--- config.mk ---
export PLATFORM = sky130hd
export DESIGN_NAME = fdrd_front
export DESIGN_NICKNAME = d
export VERILOG_FILES = /design/src/fdrd_pkg.sv /design/src/fdrd_front.sv
export SDC_FILE = /design/constraint.sdc
export NUM_CORES = 1
export LEC_CHECK = 0
export ABC_CLOCK_PERIOD_IN_PS = 8400
export BUFFER_PORTS_ARGS = -buffer_cell sky130_fd_sc_hd__buf_4
export CAP_MARGIN = 10
export CORE_ASPECT_RATIO = 1.25
export CORE_MARGIN = 1
export CORE_UTILIZATION = 40
export CTS_CLUSTER_SIZE = 20
export DETAILED_ROUTE_END_ITERATION = 16
export PLACE_DENSITY_LB_ADDON = 0.05
export REMOVE_ABC_BUFFERS = 1
export SLEW_MARGIN = 10
export SYNTH_ARGS = -nofsm -noshare
export SYNTH_HDL_FRONTEND = slang
export SYNTH_SLANG_ARGS = --single-unit
--- constraint.sdc ---
create_clock -name clk_i -period 8.4 [get_ports clk_i]
set_input_delay 0.42 -clock clk_i [delete_from_list [all_inputs] [get_ports clk_i]]
set_output_delay 0.42 -clock clk_i [all_outputs]
set_load 0.005 [all_outputs]
--- src/fdrd_pkg.sv ---
// Shared types, constants and helpers of the frame dirty-rectangle detector.
// Used by every module of the block but fdrd_ram; depends on nothing else.
`default_nettype none

package fdrd_pkg;

  // Frame store geometry
  localparam int MAX_WIDTH   = 1024;
  localparam int MAX_HEIGHT  = 1024;
  localparam int COL_W       = $clog2(MAX_WIDTH);
  localparam int ROW_W       = $clog2(MAX_HEIGHT);
  localparam int DIMW_W      = $clog2(MAX_WIDTH + 1);
  localparam int DIMH_W      = $clog2(MAX_HEIGHT + 1);
  localparam int STORE_DEPTH = MAX_WIDTH * MAX_HEIGHT;
  localparam int STORE_AW    = $clog2(STORE_DEPTH);

  // Field widths of the stream and register interfaces
  localparam int IN_DIM_W    = 11;
  localparam int COLOR_W     = 8;
  localparam int PIX_W       = 3 * COLOR_W;
  localparam int SCR_W       = 11;
  localparam int RECT_LO_W   = 10;
  localparam int RECT_HI_W   = 11;
  localparam int IN_FIELDS_W = 2 * IN_DIM_W + PIX_W;
  localparam int IN_TDATA_W  = ((IN_FIELDS_W + 7) / 8) * 8;
  localparam int OUT_FIELDS_W = 2 * RECT_LO_W + 2 * RECT_HI_W;
  localparam int OUT_TDATA_W = ((OUT_FIELDS_W + 7) / 8) * 8;
  localparam int OUT_PAD_W   = OUT_TDATA_W - OUT_FIELDS_W;

  // Configuration port
  localparam int CFG_IDX_W   = 2;
  localparam int CFG_DATA_W  = SCR_W;
  localparam logic [SCR_W-1:0] SCREEN_RESET = SCR_W'(1024);

  // Result queue
  localparam int RES_DEPTH   = 4;
  localparam int RES_PTR_W   = $clog2(RES_DEPTH);
  localparam int RES_CNT_W   = $clog2(RES_DEPTH + 1);

  // Width for comparing box edges against the screen size
  localparam int CMPX_W = (DIMW_W > SCR_W) ? DIMW_W : SCR_W;
  localparam int CMPY_W = (DIMH_W > SCR_W) ? DIMH_W : SCR_W;

  typedef enum logic [CFG_IDX_W-1:0] {
    REG_DIFF_DISABLE  = 2'd0,
    REG_SCREEN_WIDTH  = 2'd1,
    REG_SCREEN_HEIGHT = 2'd2
  } cfg_reg_e;

  // One classified pixel on its way from the front to the compare stage
  typedef struct packed {
    logic [PIX_W-1:0] pixel;
    logic [COL_W-1:0] x;
    logic [ROW_W-1:0] y;
    logic             start;
    logic             last;
    logic             full;
  } fdrd_item_t;

  // One dirty rectangle result
  typedef struct packed {
    logic [RECT_LO_W-1:0] left;
    logic [RECT_LO_W-1:0] top;
    logic [RECT_HI_W-1:0] right;
    logic [RECT_HI_W-1:0] bottom;
    logic                 full;
  } fdrd_rect_t;

  // Clamp an incoming width to 1..MAX_WIDTH
  function automatic logic [DIMW_W-1:0] limit_w(input logic [IN_DIM_W-1:0] v);
    if (v == '0) return DIMW_W'(1);
    if (32'(v) > 32'(MAX_WIDTH)) return DIMW_W'(MAX_WIDTH);
    return DIMW_W'(v);
  endfunction

  // Clamp an incoming height to 1..MAX_HEIGHT
  function automatic logic [DIMH_W-1:0] limit_h(input logic [IN_DIM_W-1:0] v);
    if (v == '0) return DIMH_W'(1);
    if (32'(v) > 32'(MAX_HEIGHT)) return DIMH_W'(MAX_HEIGHT);
    return DIMH_W'(v);
  endfunction

endpackage

`default_nettype wire

--- src/fdrd_front.sv ---
// Front end: raster counters, frame-start classification and frame store access.
// Depends on fdrd_pkg; drives the frame store RAM and the compare stage register.
`default_nettype none

module fdrd_front import fdrd_pkg::*; (
  input  wire logic                clk_i,
  input  wire logic                rst_ni,
  input  wire logic                take_i,
  input  wire logic [IN_DIM_W-1:0] width_i,
  input  wire logic [IN_DIM_W-1:0] height_i,
  input  wire logic [PIX_W-1:0]    pixel_i,
  input  wire logic                diff_disable_i,
  output      logic                ram_we_o,
  output      logic [STORE_AW-1:0] ram_addr_o,
  output      logic [PIX_W-1:0]    ram_wdata_o,
  output      logic                s1_valid_o,
  output      fdrd_item_t          s1_item_o
);

  logic [COL_W-1:0]  col_q, col_d;
  logic [ROW_W-1:0]  row_q, row_d;
  logic [DIMW_W-1:0] stored_w_q, stored_w_d;
  logic [DIMH_W-1:0] stored_h_q, stored_h_d;
  logic              store_valid_q;
  logic              full_q, full_d;
  logic              s1_valid_q;
  fdrd_item_t        s1_item_q, s1_item_d;

  logic              start;
  logic [DIMW_W-1:0] lim_w;
  logic [DIMH_W-1:0] lim_h;
  logic [DIMW_W-1:0] col_inc;
  logic [DIMH_W-1:0] row_inc;
  logic              wrap_col;
  logic              last;

  // Classify the pixel and advance the raster position
  always_comb begin
    start      = (col_q == '0) && (row_q == '0);
    lim_w      = limit_w(width_i);
    lim_h      = limit_h(height_i);
    stored_w_d = start ? lim_w : stored_w_q;
    stored_h_d = start ? lim_h : stored_h_q;
    full_d     = start ? (diff_disable_i || !store_valid_q ||
                          (lim_w != stored_w_q) || (lim_h != stored_h_q))
                       : full_q;
    col_inc    = DIMW_W'(col_q) + DIMW_W'(1);
    row_inc    = DIMH_W'(row_q) + DIMH_W'(1);
    wrap_col   = col_inc >= stored_w_d;
    last       = wrap_col && (row_inc >= stored_h_d);
    col_d      = wrap_col ? '0 : col_inc[COL_W-1:0];
    row_d      = row_q;
    if (wrap_col) begin
      row_d = last ? '0 : row_inc[ROW_W-1:0];
    end
    s1_item_d.pixel = pixel_i;
    s1_item_d.x     = col_q;
    s1_item_d.y     = row_q;
    s1_item_d.start = start;
    s1_item_d.last  = last;
    s1_item_d.full  = full_d;
  end

  // Read the old pixel and write the new one at the same entry
  assign ram_we_o    = take_i;
  assign ram_addr_o  = STORE_AW'(row_q) * STORE_AW'(MAX_WIDTH) + STORE_AW'(col_q);
  assign ram_wdata_o = pixel_i;

  // Hold raster and frame state
  always_ff @(posedge clk_i or negedge rst_ni) begin
    if (!rst_ni) begin
      col_q         <= '0;
      row_q         <= '0;
      stored_w_q    <= '0;
      stored_h_q    <= '0;
      store_valid_q <= 1'b0;
      full_q        <= 1'b0;
      s1_valid_q    <= 1'b0;
    end else begin
      s1_valid_q <= take_i;
      if (take_i) begin
        col_q         <= col_d;
        row_q         <= row_d;
        stored_w_q    <= stored_w_d;
        stored_h_q    <= stored_h_d;
        store_valid_q <= 1'b1;
        full_q        <= full_d;
      end
    end
  end

  // Carry the item alongside the registered store read
  always_ff @(posedge clk_i) begin
    if (take_i) begin
      s1_item_q <= s1_item_d;
    end
  end

  assign s1_valid_o = s1_valid_q;
  assign s1_item_o  = s1_item_q;

endmodule

`default_nettype wire

* After elaboration in Yosys (flattened, before gate mapping)
Cells that the tools add are included.
Word-level totals: bits in registers 92
Cells by class: mux-type cells 19, reductions and logical operators 11, add/subtract/negate cells 3, eq/ne operators 2, order comparisons 4
Operators with widths (number):
- $mux 11 | 10
- $add 10x1->11 const B | 2
- $ge 11x11->1 | 2
- $gt 11x11->1 const B | 2
- $logic_not 11->1 | 2
- $ne 11x11->1 | 2
- $add 20x10->20 | 1
- $logic_not 10->1 | 2
- $mux 10 | 2
- $mux 1 | 7
- $logic_or 1x1->1 | 3
- $logic_and 1x1->1 | 2
- $reduce_and 2->1 | 1
- $logic_not 1->1 | 1

* Logic depth before layout (Yosys ltp)
depth in word-level cells 9, depth in mapped cells 16, depth with buffers taken out 14

* Worst setup path before layout
No wires, ideal clock.
kind register to register, start reg row_q[8], end reg row_q[0], slack 5.074 ns, required time 8.275 ns, stages on the path, launching flop included 11, arrival 3.202 ns, clock period less this slack 3.326 ns, cell sequence dfrtp_1 > or4_4 > nor3_4 > mux2_2 > ha_1 > nand2b_1 > a2111oi_0 > o41ai_1 > o211ai_1 > nor2_1 > mux2_2
On the way: cells in the longest elaborated chain, start to end 6, elaborated cells between the ends (all ways) 10
Ends and longest elaborated chain:
- from (decl) | RTL line fdrd_front.sv:21 | logic [ROW_W-1:0] row_q, row_d;
- from (signal assigned) | RTL line fdrd_front.sv:83 | row_q <= row_d;
- $logic_not 10->1 * | RTL line fdrd_front.sv:39 | start = (col_q == '0) && (row_q == '0);
- $logic_and 1x1->1 * | RTL line fdrd_front.sv:39
- $mux 11 * | RTL line fdrd_front.sv:42 | stored_w_d = start ? lim_w : stored_w_q;
- net stored_w_d[0] | RTL line fdrd_front.sv:22 | logic [DIMW_W-1:0] stored_w_q, stored_w_d;
- $ge 11x11->1 * | RTL line fdrd_front.sv:49 | wrap_col = col_inc >= stored_w_d;
- $logic_and 1x1->1 | RTL line fdrd_front.sv:50 | last = wrap_col && (row_inc >= stored_h_d);
- $mux 10 | RTL line fdrd_front.sv:54 | row_d = last ? '0 : row_inc[ROW_W-1:0];
Mark *: on every way through the listed nets, which the timed path passes. The rest lies on a longest branch. A chain may end at the register's enable or synchronous reset.

* Worst setup path after layout
start reg row_q[0], end reg col_q[0]
On the way: cells in the longest elaborated chain, start to end 5
Ends and longest elaborated chain:
- $logic_not 10->1 | RTL line fdrd_front.sv:39
- $logic_and 1x1->1 | RTL line fdrd_front.sv:39
- $mux 11 | RTL line fdrd_front.sv:42
- net stored_w_d[0] | RTL line fdrd_front.sv:22
- $ge 11x11->1 | RTL line fdrd_front.sv:49
- $mux 10 | RTL line fdrd_front.sv:51 | col_d = wrap_col ? '0 : col_inc[COL_W-1:0];
- to (signal assigned) | RTL line fdrd_front.sv:82 | col_q <= col_d;
- to (decl) | RTL line fdrd_front.sv:20 | logic [COL_W-1:0] col_q, col_d;
The timed path passes the listed nets, and every way through them passes these cells.

==> flow_summary_export.csv <==
group,metric,value,unit
die,dieArea,13000,sq um
cells_and_area,final_area,6320,sq um
clocking,cts_sinks,92,
die,initial_core_util,41.2,%
worst_setup_path,start_kind,"flip-flop",
min_path,hold_path_class,"input pin to async pin",
clocking,cts_buffers,9,
worst_setup_path,crit_family,"compound AO/OA/AOI/OAI gates",
timing,rsz0062_at_grt,"false",
timing,setup_tns,0,ns
worst_setup_path,crit_type,"flip-flop to flip-flop",
placement,gp_congestion,0.810,
die,die_w,102,um
routing,vias,3921,
synth,synth.distinct_cells,55,
worst_setup_path,cp_cell_sequence,"inv_1, ha_1, nor4b_1, nand2_1, nor3_4, buf_4, mux2_2, ha_1, nand2b_1, a2111oi_0, o41ai_1, o21a_1, nor2_1, mux2_2",
synth,syn_area,5030,sq um
routing,viasPerCell,5.18,
global_route,met3_usage,3.17,%
global_route,grt.busiest_layer,"met2",
die,core.rowCount,45,
clocking,cts-resized-gates,0,
worst_setup_path,cp.buffers_inverters,2,
cells_and_area,nets,664,
clocking,cts_max_level,3,
cells_and_area,n_antenna_cell,0,
routing,drt-pass1-iter-count,4,
placement,place_area,6050,sq um
cells_and_area,layout-area-overhead-vs-synth,25.6,%
clocking,cts_tree,"done",
synth,synth_flop_cell,"edfxtp_1",
die,io_pins,143,
clocking,cts.reportedPaths.clkPinSlew,0.07,ns
die,coreArea,12200,sq um
timing,setup_violations,0,
clocking,root_buffer,"clkbuf_16",
synth,yosys_warnings,0,
global_route,use_met2,32.6,%
timing,post-route-period-util,47.9,%
worst_setup_path,endpoint_kind,"flip-flop",
synth,seq_area_frac_synth,50.4,%
timing,period_minus_slack,4.02,ns
placement,io_buffers,142,
timing,tightest_slew,0.675,ns
placement,hpwl,8.76,mm
worst_setup_path,worstPathRequired,8.62,ns
global_route,grt-ovfl-total,0,
global_route,grt_pass1_wl,18.8,mm
synth,syn_inst,476,
routing,final_antenna_net_count,0,
timing,drv_slew,0,
clocking,cts.path.max_buffers,2,
global_route,met1_usage,23.7,%
synth,synth_edf_count,47,
worst_setup_path,arrival,4.25,ns
placement,post-place-ws,4.33,ns
global_route,grt_max_degree,58,
global_route,grt_pass1_vias,3567,
pwr,power_density,252,nW/um^2
synth,yosys-top-cells-area,"edfxtp_1 28%, dfrtp_1 22%, ha_1 6.5%",
worst_setup_path,cp_slowest_cell,"o21a_1",
timing,slew-limit-headroom,55.0,%
synth,yosys_register_bits,92,
synth,yosysTopAreaCell,"edfxtp_1",
routing,wirelength,12.1,mm
synth,synth_area_per_cell,10.6,sq um
timing,max_freq,249,MHz
cells_and_area,nFillCells,1109,
synth,synth.top_cell.area_share,28.0,%
timing,skew,0.0108,ns
pwr,ir_worst_vdd,123,uV
clocking,clk_latency,0.34,ns
global_route,track_usage,19.0,%
synth,async_reset_ff_share,48.9,%
worst_setup_path,r2r_setup_slack,4.38,ns
global_route,antenna_found_initial,0,
timing,finalHoldViolCount,0,
routing,wl_per_cell,16.0,um
worst_setup_path,critPathMaxStageDelay,0.48,ns
timing,holdWs,0.0979,ns
routing,drt-initial-drc-count,163,
clocking,postCtsSetupRepairBufs,0,
die,die_h,127,um
pwr,p_leak,2.79,nW
worst_setup_path,crit_fanout,42,
status,status,"complete, no violations",
clocking,cts_hold_buf,0,
cells_and_area,finalCoreUtilization,51.8,%
timing,layout_setup_ws,4.38,ns
cells_and_area,drive_above_1_share,29.2,%
flow_run,cap_violations,0,
routing,post-route-drc-count,0,
-- through the flow --
| step | std cells | total power [mW] |
|---|---|---|
| after floorplan | 431 | 0.993 |
| after global placement | 741 | 1.21 |
| after detailed placement | 741 | 1.22 |
| after CTS | 757 | 1.61 |
| after global routing | 757 | 1.70 |
| final | 757 | 1.59 |
-- logic make-up (layout without fill, tap and decap cells) --
family | after synthesis | after routing | synth area share (%)
and+or+nand+nor | 161 | 161 | 17.2
muxes | 9 | 9 | 1.91
xor gates and xnor gates | 24 | 24 | 4.17
buffers and inverters | 63 | 180 | 7.06
DFF | 92 | 92 | 50.4
AOI/OAI and AO/OA | 101 | 101 | 12.8
adders and majority gates | 26 | 26 | 6.46
-- placed cells by master, fill, tap and decap left out, types with 6 or more instances in the layout --
cell,n
buf_4,146
nor2_1,52
edfxtp_1,47
dfrtp_1,45
a21oi_1,27
ha_1,26
nand2_1,22
a31oi_1,19
nor2b_1,18
xnor2_1,18
inv_1,17
nand3_1,17
o21ai_0,17
nand2b_1,12
and3_1,9
clkbuf_16,9
xor2_1,6
a22o_1,6
-- path summary, 6_finish.rpt --
path / to / cells past startpoint / startpoint
worst max-delay path: col_q[0] / 14 / row_q[0]
worst min-delay path: full_q / 1 / rst_ni
worst max register to register: col_q[0] / 14 / row_q[0]
worst min register to register: store_valid_q / 1 / store_valid_q
max in group asynchronous: stored_w_q[10] / 1 / rst_ni
min in group clk_i: s1_item_o[46] / 1 / pixel_i[23]
-- where the power goes --
part	leakage, nW	switching (mW)	internal, mW	total (mW)
clock	0.122	0.178	0.203	0.381
combinational	1.67	0.269	0.260	0.529
sequential	0.994	0.106	0.575	0.681
-- synth_stat cells (all sizes together) (17+ instances only) --
cell type  number
a21oi          27
a31oi          19
buf            31
dfrtp          45
edfxtp         47
ha             26
inv            17
nand2          22
nand3          17
nor2           52
nor2b          18
o21ai          17
xnor2          18
-- routing by layer --
layer / part of all wire [%] / vias to the layer above
met3: 4.4 / 16
li1: - / 1928
met1: 44 / 1859
met4: 2.0 / 0
met5: 0 / -
met2: 50 / 118
-- sequential cells by signal (all words and copies together), names as in the netlist --
signal	count
col_q	10
full_q	1
row_q	10
s1_item_o	47
s1_valid_o	1
store_valid_q	1
stored_h_q	11
stored_w_q	11
-- worst reg2reg max path, delay by kind of cell (launching register included) --
kind	cells	cell delay [ns]
fa+ha+maj	2	0.43
compound gates	3	1.02
flops	1	0.46
buf+inv	2	0.53
simple gates	5	0.79
mux	2	0.69
-- cell type report --
class	instances	area (sq um)	area share (%)
Inverter	18	67.6	1.07
Timing Repair Buffer	146	1100	17.3
Clock inverter	6	47.5	0.752
Multi-Input combinational cell	321	2140	33.9
Clock buffer	10	229	3.62
Tap cell	164	205	3.24
Sequential cell	92	2540	40.1
Note: power is estimated with default switching activity, not from simulation.
