File: src/fdrd_pkg.sv
// Shared types, constants and helpers of the frame dirty-rectangle detector.
// Used by every module of the block but fdrd_ram; depends on nothing else.
`default_nettype none

package fdrd_pkg;

  // Frame store geometry
  localparam int MAX_WIDTH   = 1024;
  localparam int MAX_HEIGHT  = 1024;
  localparam int COL_W       = $clog2(MAX_WIDTH);
  localparam int ROW_W       = $clog2(MAX_HEIGHT);
  localparam int DIMW_W      = $clog2(MAX_WIDTH + 1);
  localparam int DIMH_W      = $clog2(MAX_HEIGHT + 1);
  localparam int STORE_DEPTH = MAX_WIDTH * MAX_HEIGHT;
  localparam int STORE_AW    = $clog2(STORE_DEPTH);

  // Field widths of the stream and register interfaces
  localparam int IN_DIM_W    = 11;
  localparam int COLOR_W     = 8;
  localparam int PIX_W       = 3 * COLOR_W;
  localparam int SCR_W       = 11;
  localparam int RECT_LO_W   = 10;
  localparam int RECT_HI_W   = 11;
  localparam int IN_FIELDS_W = 2 * IN_DIM_W + PIX_W;
  localparam int IN_TDATA_W  = ((IN_FIELDS_W + 7) / 8) * 8;
  localparam int OUT_FIELDS_W = 2 * RECT_LO_W + 2 * RECT_HI_W;
  localparam int OUT_TDATA_W = ((OUT_FIELDS_W + 7) / 8) * 8;
  localparam int OUT_PAD_W   = OUT_TDATA_W - OUT_FIELDS_W;

  // Configuration port
  localparam int CFG_IDX_W   = 2;
  localparam int CFG_DATA_W  = SCR_W;
  localparam logic [SCR_W-1:0] SCREEN_RESET = SCR_W'(1024);

  // Result queue
  localparam int RES_DEPTH   = 4;
  localparam int RES_PTR_W   = $clog2(RES_DEPTH);
  localparam int RES_CNT_W   = $clog2(RES_DEPTH + 1);

  // Width for comparing box edges against the screen size
  localparam int CMPX_W = (DIMW_W > SCR_W) ? DIMW_W : SCR_W;
  localparam int CMPY_W = (DIMH_W > SCR_W) ? DIMH_W : SCR_W;

  typedef enum logic [CFG_IDX_W-1:0] {
    REG_DIFF_DISABLE  = 2'd0,
    REG_SCREEN_WIDTH  = 2'd1,
    REG_SCREEN_HEIGHT = 2'd2
  } cfg_reg_e;

  // One classified pixel on its way from the front to the compare stage
  typedef struct packed {
    logic [PIX_W-1:0] pixel;
    logic [COL_W-1:0] x;
    logic [ROW_W-1:0] y;
    logic             start;
    logic             last;
    logic             full;
  } fdrd_item_t;

  // One dirty rectangle result
  typedef struct packed {
    logic [RECT_LO_W-1:0] left;
    logic [RECT_LO_W-1:0] top;
    logic [RECT_HI_W-1:0] right;
    logic [RECT_HI_W-1:0] bottom;
    logic                 full;
  } fdrd_rect_t;

  // Clamp an incoming width to 1..MAX_WIDTH
  function automatic logic [DIMW_W-1:0] limit_w(input logic [IN_DIM_W-1:0] v);
    if (v == '0) return DIMW_W'(1);
    if (32'(v) > 32'(MAX_WIDTH)) return DIMW_W'(MAX_WIDTH);
    return DIMW_W'(v);
  endfunction

  // Clamp an incoming height to 1..MAX_HEIGHT
  function automatic logic [DIMH_W-1:0] limit_h(input logic [IN_DIM_W-1:0] v);
    if (v == '0) return DIMH_W'(1);
    if (32'(v) > 32'(MAX_HEIGHT)) return DIMH_W'(MAX_HEIGHT);
    return DIMH_W'(v);
  endfunction

endpackage

`default_nettype wire

File: src/fdrd_fifo.sv
// Result queue between the compare stage and the output stream.
// Depends on fdrd_pkg; the read-pointer entry drives the output.
`default_nettype none

module fdrd_fifo import fdrd_pkg::*; (
  input  wire logic                 clk_i,
  input  wire logic                 rst_ni,
  input  wire logic                 push_i,
  input  wire fdrd_rect_t           data_i,
  input  wire logic                 pop_i,
  output      logic                 valid_o,
  output      fdrd_rect_t           data_o,
  output      logic [RES_CNT_W-1:0] count_o
);

  fdrd_rect_t           mem_q [RES_DEPTH];
  logic [RES_PTR_W-1:0] wr_ptr_q, rd_ptr_q;
  logic [RES_CNT_W-1:0] count_q, count_d;
  logic                 do_pop;

  assign valid_o = count_q != '0;
  assign data_o  = mem_q[rd_ptr_q];
  assign count_o = count_q;
  assign do_pop  = pop_i && valid_o;

  always_comb begin
    count_d = count_q;
    if (push_i && !do_pop) count_d = count_q + RES_CNT_W'(1);
    if (!push_i && do_pop) count_d = count_q - RES_CNT_W'(1);
  end

  // Advance pointers and count
  always_ff @(posedge clk_i or negedge rst_ni) begin
    if (!rst_ni) begin
      wr_ptr_q <= '0;
      rd_ptr_q <= '0;
      count_q  <= '0;
    end else begin
      if (push_i) wr_ptr_q <= wr_ptr_q + RES_PTR_W'(1);
      if (do_pop) rd_ptr_q <= rd_ptr_q + RES_PTR_W'(1);
      count_q <= count_d;
    end
  end

  // Store entries
  always_ff @(posedge clk_i) begin
    if (push_i) begin
      mem_q[wr_ptr_q] <= data_i;
    end
  end

endmodule

`default_nettype wire

File: config.mk
export PLATFORM = sky130hd
export DESIGN_NAME = fdrd_fifo
export DESIGN_NICKNAME = d
export VERILOG_FILES = /design/src/fdrd_pkg.sv /design/src/fdrd_fifo.sv
export SDC_FILE = /design/constraint.sdc
export NUM_CORES = 1
export LEC_CHECK = 0
export BUFFER_PORTS_ARGS = -buffer_cell sky130_fd_sc_hd__buf_4
export CAP_MARGIN = 20
export CORE_AREA = 2 2 83 164
export DETAILED_ROUTE_END_ITERATION = 8
export DIE_AREA = 0 0 85 166
export PLACE_DENSITY = 0.73
export SLEW_MARGIN = 20
export SYNTH_ARGS = -nofsm -noshare
export SYNTH_HDL_FRONTEND = slang
export SYNTH_SLANG_ARGS = --single-unit
File: constraint.sdc
create_clock -name clk_i -period 3.4 [get_ports clk_i]
set_clock_uncertainty 0.1 [all_clocks]
set_input_delay 0.68 -clock clk_i [delete_from_list [all_inputs] [get_ports clk_i]]
set_output_delay 0.68 -clock clk_i [all_outputs]
set_load 0.1 [all_outputs]
* Word-level counts from Yosys, hierarchy flattened *
Memory sizes are Yosys's and may differ from the RTL's.
Cells that the tools add are included.
Widths: inputs -> output; s select.

word-level totals
  memories kept = 1
  word-level logic and storage cells = 19
  register bits = 7
  output and inout bits = 47
  RAM bits = 172
  input bits = 47

memories
  memory  words  bits a word  rd ports  clocked after memory_dff  write ports  line             RTL
  mem_q   4      43           1         0                         1            fdrd_fifo.sv:16  fdrd_rect_t mem_q [RES_DEPTH];

operators by class
  multiplexer cells = 4
  reduce and logical (&&, ||, !) cells = 7
  add/sub/neg operators = 4

operators by type and width
  cell                 number
  $mux 3               2
  $add 2x1->2 const B  2
  $add 3x1->3 const B  1
  $logic_and 1x1->1    3
  $reduce_bool 3->1    1
  $sub 3x1->3 const B  1
  $logic_not 1->1      2
  $mux 1               2
  $reduce_bool 2->1    1

* Longest topological paths before layout *
  word-level depth = 6
  gate-level depth with buffers = 7
  gate-level depth less buffers = 7

* Worst setup path after synthesis *
OpenSTA, ideal clock, no wires.

  path type = register -> output
  start point = register count_q[0], in the netlist count_o[0]
  end point = output port valid_o
  data arrival time = 1.779 ns
  stages on the path, launching flop included = 2
  data required time = 2.620 ns
  path buffers = 0
  setup slack = 0.841 ns
  path through = dfrtp_1 -> or3_1

between the ends
  word-level cells in the longest chain between the ends = 1

ends and longest elaborated chain
  element                   line             RTL
  start: declaration        fdrd_fifo.sv:18  logic [RES_CNT_W-1:0] count_q, count_d;
  start signal: assignment  fdrd_fifo.sv:41  count_q <= count_d;
  $reduce_bool 3->1         fdrd_fifo.sv:21  assign valid_o = count_q != '0;
  end: declaration          fdrd_fifo.sv:11  output logic valid_o,

Every way passes these cells.

==> impl_metrics.prom <==
# TYPE chip_impl_metric gauge
chip_impl_metric{name="synth_warnings",unit=""} 0
chip_impl_info{name="critical-path-slowest-cell",value="sky130_fd_sc_hd__dfrtp_4"} 1
chip_impl_metric{name="die-width",unit="um"} 85
chip_impl_metric{name="ff2ff_setup_slack",unit="ns"} 1.37
chip_impl_info{name="hp-class",value="input port to register"} 1
chip_impl_metric{name="count_of_state_elements_after_synthesis",unit=""} 179
chip_impl_info{name="crit_path_end_kind",value="primary output"} 1
chip_impl_metric{name="reg2reg_depth",unit=""} 4
chip_impl_metric{name="crit_cells",unit=""} 3
chip_impl_metric{name="final_antenna_net_count",unit=""} 0
chip_impl_metric{name="grt_overflow_total",unit=""} 0
chip_impl_metric{name="fmax",unit="MHz"} 332
chip_impl_info{name="crit-reg2reg-capture",value="mem_q[0][15]$_DFFE_PP_"} 1
chip_impl_metric{name="route.vias.total",unit=""} 2943
chip_impl_metric{name="cp_data_arrival_time",unit="ns"} 2.24
chip_impl_metric{name="drv_cap",unit=""} 0
chip_impl_metric{name="crit_required",unit="ns"} 2.62
chip_impl_metric{name="layout.nets",unit=""} 426
chip_impl_metric{name="syn-num-nets",unit=""} 314
chip_impl_info{name="start_kind",value="register"} 1
chip_impl_metric{name="routabilityCongestion",unit=""} 0.735
chip_impl_metric{name="post_drt_wl_per_cell",unit="um"} 21.0
chip_impl_info{name="root_buffer_cell",value="sky130_fd_sc_hd__clkbuf_16"} 1
chip_impl_metric{name="antenna_found_initial",unit=""} 1
chip_impl_info{name="timing_worst_setup_path_type",value="register to primary output"} 1
chip_impl_metric{name="route.final.wire_length",unit="mm"} 11.3
chip_impl_metric{name="worstMarginPinSlew",unit="ns"} 0.696
chip_impl_metric{name="dr.pass1.iters",unit=""} 4
chip_impl_metric{name="number_of_levels_the_h_tree_was_split_into",unit=""} 4
chip_impl_metric{name="post_synth_inst_count",unit=""} 261
chip_impl_metric{name="dp.final_hpwl",unit="mm"} 7.34
chip_impl_metric{name="floorplan.rows",unit=""} 59
chip_impl_metric{name="finalHoldViolCount",unit=""} 0
chip_impl_metric{name="track_usage",unit="%"} 16.9
chip_impl_metric{name="slew_viol_final",unit=""} 0
chip_impl_metric{name="port_buffers",unit=""} 93
chip_impl_metric{name="synth.distinct_cells",unit=""} 19
chip_impl_metric{name="layout-area-overhead-vs-synth",unit="%"} 22.1
chip_impl_info{name="synth.top_cells.by_area",value="sky130_fd_sc_hd__edfxtp_1 77%, sky130_fd_sc_hd__mux4_2 13%, sky130_fd_sc_hd__dfrtp_1 2.6%, sky130_fd_sc_hd__mux4_1 2.0%, sky130_fd_sc_hd__buf_12 1.2%"} 1
chip_impl_info{name="grt_setup_unrepaired",value="false"} 1
chip_impl_metric{name="syn-mean-instance-area",unit="sq um"} 25.5
chip_impl_info{name="tritoncts",value="done"} 1
chip_impl_metric{name="ioPinCount",unit=""} 94
chip_impl_info{name="path_cells",value="buf_12 > mux4_2 > buf_4"} 1
chip_impl_metric{name="clock_latency",unit="ns"} 0.41
chip_impl_info{name="timing.critical_path.to",value="data_o[22]"} 1
chip_impl_metric{name="post_synth_instance_area",unit="sq um"} 6670
chip_impl_metric{name="cts_buffers",unit=""} 17
chip_impl_info{name="setup.worst_path.start",value="rd_ptr_q[0]$_DFFE_PN0P_"} 1
chip_impl_metric{name="critical_path.max_fanout",unit=""} 24
chip_impl_metric{name="critical-path-max-stage-delay",unit="ns"} 0.71
chip_impl_metric{name="clock_tree.buffer_depth",unit=""} 2
chip_impl_metric{name="design.die.area",unit="sq um"} 14100
chip_impl_metric{name="grt_first_pass_wirelength",unit="mm"} 17.4
chip_impl_info{name="run_status",value="finished, final reports clean"} 1
chip_impl_metric{name="slew_headroom",unit="%"} 53.6
chip_impl_metric{name="final-setup-viol-count",unit=""} 0
chip_impl_info{name="rr_startpoint",value="wr_ptr_q[0]$_DFFE_PN0P_"} 1
chip_impl_metric{name="drive_gt1_share",unit="%"} 46.0
chip_impl_metric{name="clk_transition_reported_paths",unit="ns"} 0.06
chip_impl_metric{name="post-route-period-util",unit="%"} 88.7
chip_impl_metric{name="synth_top_cell_area_share",unit="%"} 77.5
chip_impl_metric{name="largest_net_degree_at_the_start_of_global_routing",unit=""} 35
chip_impl_metric{name="postCtsSetupBuffers",unit=""} 0
chip_impl_metric{name="dr.first_iter.drc_count",unit=""} 145
chip_impl_info{name="synth_area_leader_cell",value="sky130_fd_sc_hd__edfxtp_1"} 1
chip_impl_metric{name="synth_sequential_area_ratio",unit="%"} 80.1
chip_impl_metric{name="setup-tns-final",unit="ns"} 0
chip_impl_metric{name="start_util",unit="%"} 51.6
chip_impl_info{name="timing.critical_path.max_delay_family",value="flip-flops"} 1
chip_impl_metric{name="core_area",unit="sq um"} 12900
chip_impl_metric{name="drcViolationCount",unit=""} 0
chip_impl_metric{name="grt_pass1_vias",unit=""} 3205
chip_impl_metric{name="clock_sinks",unit=""} 179
chip_impl_metric{name="crit_buf_inv",unit=""} 2
chip_impl_metric{name="floorplan.die.height",unit="um"} 166
chip_impl_metric{name="period_minus_slack",unit="ns"} 3.02
chip_impl_metric{name="avgViaCountPerCell",unit=""} 5.47
-- repair_timing --
action                                 in CTS  in global routing
gates resized for setup                     0                  0
setup endpoints to repair                   0                  0
hold buffers                                1                  0
endpoints found under the hold margin       7                  0
-- flip-flops by register name, indices dropped and copies added, names as in the netlist --
| signal | flops |
|---|---|
| mem_q | 172 |
| rd_ptr_q | 2 |
| wr_ptr_q | 2 |
| count_o | 3 |
-- worst min path at each step --
| stage | from | to | cells after the start |
|---|---|---|---|
| after floorplan | rst_ni | count_o[0]$_DFFE_PN0P_ | 0 |
| after global placement | rst_ni | count_o[0]$_DFFE_PN0P_ | 1 |
| after detailed placement | rst_ni | count_o[0]$_DFFE_PN0P_ | 1 |
| after CTS | data_i[7] | mem_q[1][7]$_DFFE_PP_ | 1 |
| after global routing | data_i[36] | mem_q[1][36]$_DFFE_PP_ | 1 |
| final | data_i[32] | mem_q[0][32]$_DFFE_PP_ | 1 |
-- cell families after synthesis --
group / count (synthesis) / share of synthesized area (%)
XOR/XNOR: 6 / 0.788
buffers and inverters: 16 / 2.08
AND/OR/NAND/NOR: 8 / 0.638
adder cells (fa/ha/maj): 6 / 1.24
multiplexers: 44 / 15.0
AO/OA/AOI/OAI: 2 / 0.206
flip-flops: 179 / 80.1
-- routing by layer --
layer / vias up / track usage (%) / wire length [um]
met4: 0 / 8.14 / 291
met3: 21 / 4.77 / 472
met5: - / 0 / 0
met2: 71 / 29.6 / 6410
li1: 1320 / - / -
met1: 1531 / 18.4 / 4130
-- per-stage QoR --
stage	util, %	setup WS (ns)	instances	hold WS, ns	instance area [sq um]
floorplan	-	0.841	261	0.284	6670
global placement	58.3	0.793	505	0.396	7530
detailed placement	58.3	0.785	505	0.397	7530
CTS	63.0	0.335	537	0.343	8140
global route	63.0	0.271	538	0.346	8140
finish	63.0	0.384	538	0.362	8140
-- cells in the final DEF, fill, tap and decap left out --
cell                            instances
sky130_fd_sc_hd__inv_1                  6
sky130_fd_sc_hd__o31a_1                 1
sky130_fd_sc_hd__mux4_2                38
sky130_fd_sc_hd__and2_2                 4
sky130_fd_sc_hd__fa_1                   1
sky130_fd_sc_hd__clkbuf_16             17
sky130_fd_sc_hd__buf_4                101
sky130_fd_sc_hd__mux4_1                 5
sky130_fd_sc_hd__clkinv_2               2
sky130_fd_sc_hd__or3_1                  1
sky130_fd_sc_hd__nor2_1                 1
sky130_fd_sc_hd__xnor2_1                2
sky130_fd_sc_hd__inv_6                  5
sky130_fd_sc_hd__ha_1                   5
sky130_fd_sc_hd__xor2_1                 4
sky130_fd_sc_hd__o21ai_0                1
sky130_fd_sc_hd__dfrtp_2                1
sky130_fd_sc_hd__dfrtp_1                5
sky130_fd_sc_hd__bufinv_16              3
sky130_fd_sc_hd__nand2_1                2
sky130_fd_sc_hd__buf_12                 1
sky130_fd_sc_hd__mux2i_1                1
sky130_fd_sc_hd__dlygate4sd3_1          1
sky130_fd_sc_hd__dfrtp_4                1
sky130_fd_sc_hd__clkinv_4               1
sky130_fd_sc_hd__edfxtp_1             172
sky130_fd_sc_hd__clkinvlp_4             3
sky130_fd_sc_hd__diode_2                1
-- layout make-up --
| cell class | instances | area [sq um] |
|---|---|---|
| Sequential cell | 179 | 5350 |
| Fill cell | 863 | 4780 |
| Multi-Input combinational cell | 66 | 1190 |
| Timing Repair Buffer | 103 | 788 |
| Clock buffer | 17 | 425 |
| Tap cell | 152 | 190 |
| Clock inverter | 14 | 175 |
| Inverter | 6 | 22.5 |
| Antenna cell | 1 | 2.50 |
-- synthesized netlist by cell type --
master / n
sky130_fd_sc_hd__edfxtp_1: 172
sky130_fd_sc_hd__o21ai_0: 1
sky130_fd_sc_hd__xnor2_1: 2
sky130_fd_sc_hd__nor2_1: 1
sky130_fd_sc_hd__buf_12: 4
sky130_fd_sc_hd__ha_1: 5
sky130_fd_sc_hd__mux2i_1: 1
sky130_fd_sc_hd__o31a_1: 1
sky130_fd_sc_hd__inv_1: 6
sky130_fd_sc_hd__and2_1: 4
sky130_fd_sc_hd__fa_1: 1
sky130_fd_sc_hd__buf_6: 1
sky130_fd_sc_hd__buf_2: 5
sky130_fd_sc_hd__or3_1: 1
sky130_fd_sc_hd__mux4_1: 5
sky130_fd_sc_hd__nand2_1: 2
sky130_fd_sc_hd__dfrtp_1: 7
sky130_fd_sc_hd__mux4_2: 38
sky130_fd_sc_hd__xor2_1: 4
Power is not shown: default switching activity piles up to over one toggle a cycle in this logic, so the estimate is an artifact.
