$ cat src/fdrd_pkg.sv
// Shared types, constants and helpers of the frame dirty-rectangle detector.
// Used by every module of the block but fdrd_ram; depends on nothing else.
`default_nettype none

package fdrd_pkg;

  // Frame store geometry
  localparam int MAX_WIDTH   = 1024;
  localparam int MAX_HEIGHT  = 1024;
  localparam int COL_W       = $clog2(MAX_WIDTH);
  localparam int ROW_W       = $clog2(MAX_HEIGHT);
  localparam int DIMW_W      = $clog2(MAX_WIDTH + 1);
  localparam int DIMH_W      = $clog2(MAX_HEIGHT + 1);
  localparam int STORE_DEPTH = MAX_WIDTH * MAX_HEIGHT;
  localparam int STORE_AW    = $clog2(STORE_DEPTH);

  // Field widths of the stream and register interfaces
  localparam int IN_DIM_W    = 11;
  localparam int COLOR_W     = 8;
  localparam int PIX_W       = 3 * COLOR_W;
  localparam int SCR_W       = 11;
  localparam int RECT_LO_W   = 10;
  localparam int RECT_HI_W   = 11;
  localparam int IN_FIELDS_W = 2 * IN_DIM_W + PIX_W;
  localparam int IN_TDATA_W  = ((IN_FIELDS_W + 7) / 8) * 8;
  localparam int OUT_FIELDS_W = 2 * RECT_LO_W + 2 * RECT_HI_W;
  localparam int OUT_TDATA_W = ((OUT_FIELDS_W + 7) / 8) * 8;
  localparam int OUT_PAD_W   = OUT_TDATA_W - OUT_FIELDS_W;

  // Configuration port
  localparam int CFG_IDX_W   = 2;
  localparam int CFG_DATA_W  = SCR_W;
  localparam logic [SCR_W-1:0] SCREEN_RESET = SCR_W'(1024);

  // Result queue
  localparam int RES_DEPTH   = 4;
  localparam int RES_PTR_W   = $clog2(RES_DEPTH);
  localparam int RES_CNT_W   = $clog2(RES_DEPTH + 1);

  // Width for comparing box edges against the screen size
  localparam int CMPX_W = (DIMW_W > SCR_W) ? DIMW_W : SCR_W;
  localparam int CMPY_W = (DIMH_W > SCR_W) ? DIMH_W : SCR_W;

  typedef enum logic [CFG_IDX_W-1:0] {
    REG_DIFF_DISABLE  = 2'd0,
    REG_SCREEN_WIDTH  = 2'd1,
    REG_SCREEN_HEIGHT = 2'd2
  } cfg_reg_e;

  // One classified pixel on its way from the front to the compare stage
  typedef struct packed {
    logic [PIX_W-1:0] pixel;
    logic [COL_W-1:0] x;
    logic [ROW_W-1:0] y;
    logic             start;
    logic             last;
    logic             full;
  } fdrd_item_t;

  // One dirty rectangle result
  typedef struct packed {
    logic [RECT_LO_W-1:0] left;
    logic [RECT_LO_W-1:0] top;
    logic [RECT_HI_W-1:0] right;
    logic [RECT_HI_W-1:0] bottom;
    logic                 full;
  } fdrd_rect_t;

  // Clamp an incoming width to 1..MAX_WIDTH
  function automatic logic [DIMW_W-1:0] limit_w(input logic [IN_DIM_W-1:0] v);
    if (v == '0) return DIMW_W'(1);
    if (32'(v) > 32'(MAX_WIDTH)) return DIMW_W'(MAX_WIDTH);
    return DIMW_W'(v);
  endfunction

  // Clamp an incoming height to 1..MAX_HEIGHT
  function automatic logic [DIMH_W-1:0] limit_h(input logic [IN_DIM_W-1:0] v);
    if (v == '0) return DIMH_W'(1);
    if (32'(v) > 32'(MAX_HEIGHT)) return DIMH_W'(MAX_HEIGHT);
    return DIMH_W'(v);
  endfunction

endpackage

`default_nettype wire

$ cat src/fdrd_diff.sv
// Compare stage: checks each pixel against the stored one, tracks the bounding
// box and forms the rectangle at the last pixel. Depends on fdrd_pkg.
`default_nettype none

module fdrd_diff import fdrd_pkg::*; (
  input  wire logic             clk_i,
  input  wire logic             rst_ni,
  input  wire logic             valid_i,
  input  wire fdrd_item_t       item_i,
  input  wire logic [PIX_W-1:0] old_pixel_i,
  input  wire logic [SCR_W-1:0] screen_w_i,
  input  wire logic [SCR_W-1:0] screen_h_i,
  output      logic             push_o,
  output      fdrd_rect_t       rect_o
);

  logic             any_q, any_d;
  logic [COL_W-1:0] min_x_q, min_x_d, max_x_q, max_x_d;
  logic [ROW_W-1:0] min_y_q, min_y_d, max_y_q, max_y_d;

  logic             base_any;
  logic             changed;
  logic [SCR_W-1:0] sw, sh;
  logic [CMPX_W-1:0] right_raw;
  logic [CMPY_W-1:0] bottom_raw;

  // Grow the box with a changed pixel; a frame start empties it
  always_comb begin
    base_any = item_i.start ? 1'b0 : any_q;
    changed  = !item_i.full && (old_pixel_i != item_i.pixel);
    any_d    = base_any || changed;
    min_x_d  = min_x_q;
    max_x_d  = max_x_q;
    min_y_d  = min_y_q;
    max_y_d  = max_y_q;
    if (changed) begin
      if (!base_any) begin
        min_x_d = item_i.x;
        max_x_d = item_i.x;
        min_y_d = item_i.y;
        max_y_d = item_i.y;
      end else begin
        if (item_i.x < min_x_q) min_x_d = item_i.x;
        if (item_i.x > max_x_q) max_x_d = item_i.x;
        if (item_i.y < min_y_q) min_y_d = item_i.y;
        if (item_i.y > max_y_q) max_y_d = item_i.y;
      end
    end
  end

  // Form the rectangle, exclusive edges clipped to the screen
  always_comb begin
    sw         = (screen_w_i == '0) ? SCR_W'(1) : screen_w_i;
    sh         = (screen_h_i == '0) ? SCR_W'(1) : screen_h_i;
    right_raw  = CMPX_W'(max_x_d) + CMPX_W'(1);
    bottom_raw = CMPY_W'(max_y_d) + CMPY_W'(1);
    if (right_raw > CMPX_W'(sw)) right_raw = CMPX_W'(sw);
    if (bottom_raw > CMPY_W'(sh)) bottom_raw = CMPY_W'(sh);
    if (item_i.full) begin
      rect_o.left   = '0;
      rect_o.top    = '0;
      rect_o.right  = RECT_HI_W'(sw);
      rect_o.bottom = RECT_HI_W'(sh);
      rect_o.full   = 1'b1;
    end else begin
      rect_o.left   = RECT_LO_W'(min_x_d);
      rect_o.top    = RECT_LO_W'(min_y_d);
      rect_o.right  = RECT_HI_W'(right_raw);
      rect_o.bottom = RECT_HI_W'(bottom_raw);
      rect_o.full   = 1'b0;
    end
    push_o = valid_i && item_i.last && (item_i.full || any_d);
  end

  // Hold the box between pixels
  always_ff @(posedge clk_i or negedge rst_ni) begin
    if (!rst_ni) begin
      any_q <= 1'b0;
    end else if (valid_i) begin
      any_q <= any_d;
    end
  end

  always_ff @(posedge clk_i) begin
    if (valid_i) begin
      min_x_q <= min_x_d;
      max_x_q <= max_x_d;
      min_y_q <= min_y_d;
      max_y_q <= max_y_d;
    end
  end

endmodule

`default_nettype wire

$ cat config.mk
export PLATFORM = sky130hd
export DESIGN_NAME = fdrd_diff
export DESIGN_NICKNAME = d
export VERILOG_FILES = /design/src/fdrd_pkg.sv /design/src/fdrd_diff.sv
export SDC_FILE = /design/constraint.sdc
export NUM_CORES = 1
export LEC_CHECK = 0
export ABC_AREA = 0
export BUFFER_PORTS_ARGS = -buffer_cell sky130_fd_sc_hd__buf_4
export CAP_MARGIN = 20
export CORE_ASPECT_RATIO = 1.25
export CORE_MARGIN = 2
export CORE_UTILIZATION = 49
export CTS_CLUSTER_DIAMETER = 150
export DETAILED_ROUTE_END_ITERATION = 6
export PLACE_DENSITY = 0.79
export SLEW_MARGIN = 25
export SYNTH_ARGS = -nofsm -noshare
export SYNTH_HDL_FRONTEND = slang
export SYNTH_SLANG_ARGS = --single-unit
$ cat constraint.sdc
create_clock -name clk_i -period 5.1 [get_ports clk_i]
set_input_delay 0.51 -clock clk_i [delete_from_list [all_inputs] [get_ports clk_i]]
set_output_delay 0.51 -clock clk_i [all_outputs]
set_load 0.02 [all_outputs]
======== Word level (Yosys, flattened, before mapping) ========
Index checks and enable logic that the tools add are counted.
Widths: inputs -> output; s select.
word-level totals
  register bits after elaboration ......... 41
  input bits .............................. 96
  output and inout port bits .............. 44
  logic and storage cells ................. 40
operators by class
  add/subtract/negate cells ............... 2
  $lt $le $gt $ge ......................... 6
  equality and inequality tests ........... 1
  mux-type cells .......................... 18
  reductions and logical operators ........ 8
operator list
  operator               number
  $mux 10                12
  $mux 11                4
  $mux 43                1
  $ne 24x24->1           1
  $add 10x1->11 const B  2
  $gt 11x11->1           2
  $logic_not 11->1       2
  $gt 10x10->1           2
  $lt 10x10->1           2
  $logic_and 1x1->1      3
  $logic_or 1x1->1       2
  $logic_not 1->1        1
  $mux 1                 1

======== Longest topological paths before layout ========
  depth after elaboration ................. 8
  gate-level depth with buffers ........... 27
  gate-level depth less buffers ........... 23

======== Least setup slack after synthesis ========
OpenSTA, ideal clock, no wires.
  path type ............................... input to output
  from .................................... in item_i[16] (netlist name)
  to ...................................... out rect_o[13] (netlist name)
  data arrival time ....................... 4.874 ns
  required time ........................... 4.590 ns
  slack ................................... -0.284 ns
  stages on the path ...................... 22
  path buffers ............................ 3
  path through ............................ ha_1 > a21o_1 > a21o_1 > a2111oi_0 > o21ai_1 > nand2_4 > mux2_2 > ha_1 > clkbuf_1 > and3_1 > nand3_1 > xnor2_1 > mux2i_1 > ha_1 > nand4_1 > nor2_1 > o31ai_1 > a31o_2 > or2_1 > clkbuf_1 > buf_2 > o21ai_0
RTL lines
  what             line             RTL
  start, declared  fdrd_diff.sv:9   input wire fdrd_item_t item_i,
  end, declared    fdrd_diff.sv:14  output fdrd_rect_t rect_o

==> results by stage <==
Synthesis:
- After synthesis the netlist holds a flip-flop and latch count of around 40.
- After synthesis, the cell types taking the most area are sky130_fd_sc_hd__edfxtp_1, sky130_fd_sc_hd__ha_1, sky130_fd_sc_hd__mux2i_1.
- Of the synthesized area, sequential elements account for roughly a quarter.
- In the synthesized netlist the async set-or-reset flop fraction comes to under 10%.
- Counting distinct cell types in the post-synthesis netlist gives 44.
- For this run, the leading register cell type out of synthesis is sky130_fd_sc_hd__edfxtp_1.
- The yosys synthesis warning count is 0.
- sky130_fd_sc_hd__edfxtp_1 takes more of the synthesized area than any other cell.
- The proportion of netlist area held by the largest area contributor is a little under a quarter.
- The synthesized area divided by synthesized cell count is roughly 9 um^2.
- In this run, synthesis inferred 40 flip-flops with an integrated enable.
- The number of nets handed over by synthesis was slightly above 700.
- Synthesis produced a netlist whose cell count is approximately 560.
- The cell area after synthesis is 5050 um^2.

Placement:
- The HPWL after detailed placement is 12.0 mm.
- The total placed cells including tap cells is slightly below 900.
- After detailed placement, the total cell area comes to about 6700 um^2.
- The final weighted congestion of routability-driven global placement is 0.948.
- The number of port buffers is approximately 140.

Timing:
- The final setup TNS is -2.98 ns.
- Setup repair after global routing could not meet its margin everywhere.
- For the pin with the worst max-slew slack, the measured transition is ~0.66 ns.
- Setup violations remaining at the end of the flow were counted as 19.
- The worst path uses 105% of the clock period.
- The headroom to the max-slew limit is 55.7%.
- The worst path setup slack after routing is -0.278 ns.
- The final count of pins violating max slew was 0.
- Static timing analysis puts the maximum clock frequency at 186 MHz.
- The setup skew after layout is 0.00669 ns.
- Subtracting the final worst setup slack from the clock period gives approximately 5.4 ns.
- The number of endpoints with negative hold slack in the final report is 0.

Worst setup path:
- STA classifies the critical path startpoint as a flip-flop.
- The top cell family by delay on the critical path is compound AO/OA/AOI/OAI gates.
- Counting buffers and inverters, the worst setup path is 21 cells deep.
- The source of the worst register-to-register timing path is min_x_q[1]$_DFFE_PP_.
- Along the worst path, the maximum fanout reaches 6.
- The maximum single-stage delay on the critical path is 0.43 ns.
- The worst endpoint data arrival time is a little under 5 ns.
- Counting both buffers and inverters, the worst setup path holds a total of 3.
- The critical path starts at max_y_q[4]$_DFFE_PP_.
- The worst reg2reg path endpoint is min_x_q[0]$_DFFE_PP_.
- The sort of element at the end of the critical path is a primary output.
- The required time at the endpoint of the critical path is approximately 4.6 ns.
- The critical path goes through inv_2 > ha_4 > nand4_1 > a211oi_2 > a2111oi_4 > o21ai_2 > nand2_4 > mux2_4 > ha_4 > nand3_4 > xnor2_2 > mux2i_1 > ha_1 > a21o_1 > a211oi_2 > nor2_1 > o31ai_2 > a21o_1 > buf_6 > mux2_4 > buf_6.
- The minimum setup slack among reg-to-reg paths is 2.27 ns.
- The length in cells of the worst reg-to-reg path is 9.
- For this design, the slowest cell found on the critical path is sky130_fd_sc_hd__a211oi_2.
- The category of the most critical setup path is reg2out.
- The end point of the critical path is rect_o[6].

Route:
- In this run the remaining antenna-violating nets after routing total 0.
- The average detailed-routed wire length per instance is 18.6 um.
- The first routing iteration left ~240 violations.
- The final layout contains routed wiring with a total length of approximately 17 mm.
- The detail-routed via count per cell is between 5 and 6.
- For this run, the detailed router's first-pass iteration total came to 5.
- For this run, design rule violations remaining after detail routing come to 0.
- Detailed routing inserted a total of 5,191 vias.

Finish:
- The final cell utilization of the core is 75.4%.
- The final instance area is ~7600 um^2.
- The post-layout net count is 938.
- In the layout the commonest cells are sky130_fd_sc_hd__buf_4, sky130_fd_sc_hd__inv_1, sky130_fd_sc_hd__ha_1.
- From synthesis to final layout, the design area changed by 50.2%.
- The finished layout holds between 900 and 1,000 standard cells, fillers aside.
- The number of antenna cells inserted is 0.
- The fraction of final layout cells sized beyond drive strength 1 is ~44%.
- Leaving out fill and tap cells, the most frequent cell in the layout is sky130_fd_sc_hd__buf_4.

GRT:
- Global routing used between 20 and 30% of the available tracks.
- The initial antenna violation count is 0.
- The total overflow left after global routing is 0.
- The first-pass GRT wire length is ~25 mm.
- The via count of the first global-routing pass is 5,482.
- Entering global routing, the biggest net connects 44 pins.

Pwr:
- The reported leakage power is roughly 3.6 nW.
- The maximum resistive drop on vdd is ~0.23 mV.
- Overall power consumption after layout is estimated at 1.64 mW.
- The power density of the placed cells is 217 nW/um^2.

Clock tree:
- The clock passes through at most 2 buffers.
- CTS placed an instance of sky130_fd_sc_hd__clkbuf_16 at the clock tree root.
- The sink count of the clock tree is 41.
- The insertion delay to the later sink of the worst-skew pair is between 0.2 and 0.3 ns.
- The H-tree depth is 2.
- In this run, CTS created clock tree buffers numbering 5.
- The clock input transition at the sequential cells of the worst setup and hold paths is roughly 0.060 ns.
- TritonCTS built the clock tree.

Run:
- The count of maximum capacitance violations is 0.

Floorplan:
- The core region is around 10,000 um^2.
- The number of placed I/O pins is 140.
- The area of the die is ~11,000 um^2.
- The floorplan has between 40 and 50 rows.
- Once the floorplan was initialized, standard cells occupied between 50 and 60% of the core.
- Measured along the y axis, the die boundary spans roughly 120 um.
- From left edge to right edge, the die measures 94.8 um.

Status:
- The checks that failed: negative setup slack.
- The flow ran to the end, but the final reports show violations.

Min path:
- The worst hold-check path type is in2reg.
how the worst min path moves through the flow:
stage	cells past startpoint	to	slack (ns)	start
2_1_floorplan	0	any_q$_DFFE_PN0P_	0.21	rst_ni
5_1_grt	3	any_q$_DFFE_PN0P_	0.55	item_i[2]
3_3_place_gp	1	any_q$_DFFE_PN0P_	0.29	rst_ni
6_report	3	any_q$_DFFE_PN0P_	0.54	item_i[2]
3_5_place_dp	1	any_q$_DFFE_PN0P_	0.29	rst_ni
4_1_cts	3	any_q$_DFFE_PN0P_	0.53	item_i[2]
synth_stat cells, types with 7 or more instances:
library cell	instances
sky130_fd_sc_hd__xnor2_1	43
sky130_fd_sc_hd__edfxtp_1	40
sky130_fd_sc_hd__nor2b_1	7
sky130_fd_sc_hd__nand3_1	21
sky130_fd_sc_hd__nor3_1	15
sky130_fd_sc_hd__mux2i_1	50
sky130_fd_sc_hd__nor2_1	22
sky130_fd_sc_hd__a21oi_1	18
sky130_fd_sc_hd__nand2_1	34
sky130_fd_sc_hd__inv_1	76
sky130_fd_sc_hd__a21o_1	7
sky130_fd_sc_hd__ha_1	62
sky130_fd_sc_hd__mux2_2	27
sky130_fd_sc_hd__xor2_1	11
sky130_fd_sc_hd__nor4_1	7
sky130_fd_sc_hd__nand2b_1	25
sky130_fd_sc_hd__nand4_1	13
sky130_fd_sc_hd__o21ai_0	25
kinds of logic after synthesis:
group	synth area share (%)
XOR/XNOR	9.37
multiplexers	16.2
AO/OA/AOI/OAI	10.4
buffers and inverters	7.93
flip-flops	24.3
adder cells (fa/ha/maj)	15.4
AND/OR/NAND/NOR	16.4
report_power, final:
| part | switching, mW | internal [mW] | total (mW) |
|---|---|---|---|
| registers | 0.0196 | 0.410 | 0.430 |
| logic | 0.442 | 0.430 | 0.871 |
| clock network | 0.135 | 0.208 | 0.342 |
state kept, by name, indices dropped and copies added, names as in the netlist:
signal / cells
max_x_q: 10
max_y_q: 10
min_x_q: 10
min_y_q: 10
any_q: 1
per-stage QoR:
step	hold slack (ns)	setup slack, ns
6_report	0.535	-0.278
5_1_grt	0.549	-0.407
4_1_cts	0.530	0.00526
3_5_place_dp	0.289	-0.353
3_3_place_gp	0.287	-0.218
2_1_floorplan	0.214	0.00185
worst reg2reg max path, cell delays in order (launching register included):
cell and delay, ns:
sky130_fd_sc_hd__edfxtp_1 0.35, sky130_fd_sc_hd__inv_1 0.06, sky130_fd_sc_hd__ha_1 0.28, sky130_fd_sc_hd__a21o_1 0.14, sky130_fd_sc_hd__a21oi_1 0.09, sky130_fd_sc_hd__o21ai_0 0.19, sky130_fd_sc_hd__a31oi_1 0.15, sky130_fd_sc_hd__o31ai_4 0.62
sky130_fd_sc_hd__buf_4 0.35, sky130_fd_sc_hd__mux2_2 0.37
what timing repair did:
item | in CTS | in global routing
endpoints found under the setup margin | 22 | 22
buffers inserted | 13 | 11
endpoints found under the hold margin | 1 | 0
pin swaps | 24 | 43
hold buffers | 1 | 0
cloned | 2 | 0
resized for setup | 60 | 66
per-layer routing:
layer / vias to the layer above / GRT usage [%] / share of wire, %
met4: 0 / 14.9 / 5.4
li1: 2426 / - / -
met1: 2457 / 29.1 / 36
met5: - / 0 / 0
met3: 76 / 4.55 / 5.2
met2: 232 / 51.2 / 54
area by class of cell:
cell class                 count  area, um^2
clock buffer                   7         153
clock inverter                 1        5.00
fill                         639        2470
inverter                      76         285
multi-input combinational    430        3960
sequential                    41        1230
tap                          129         161
timing repair buffer         226        1790
Power figures use the tool's default switching activity.
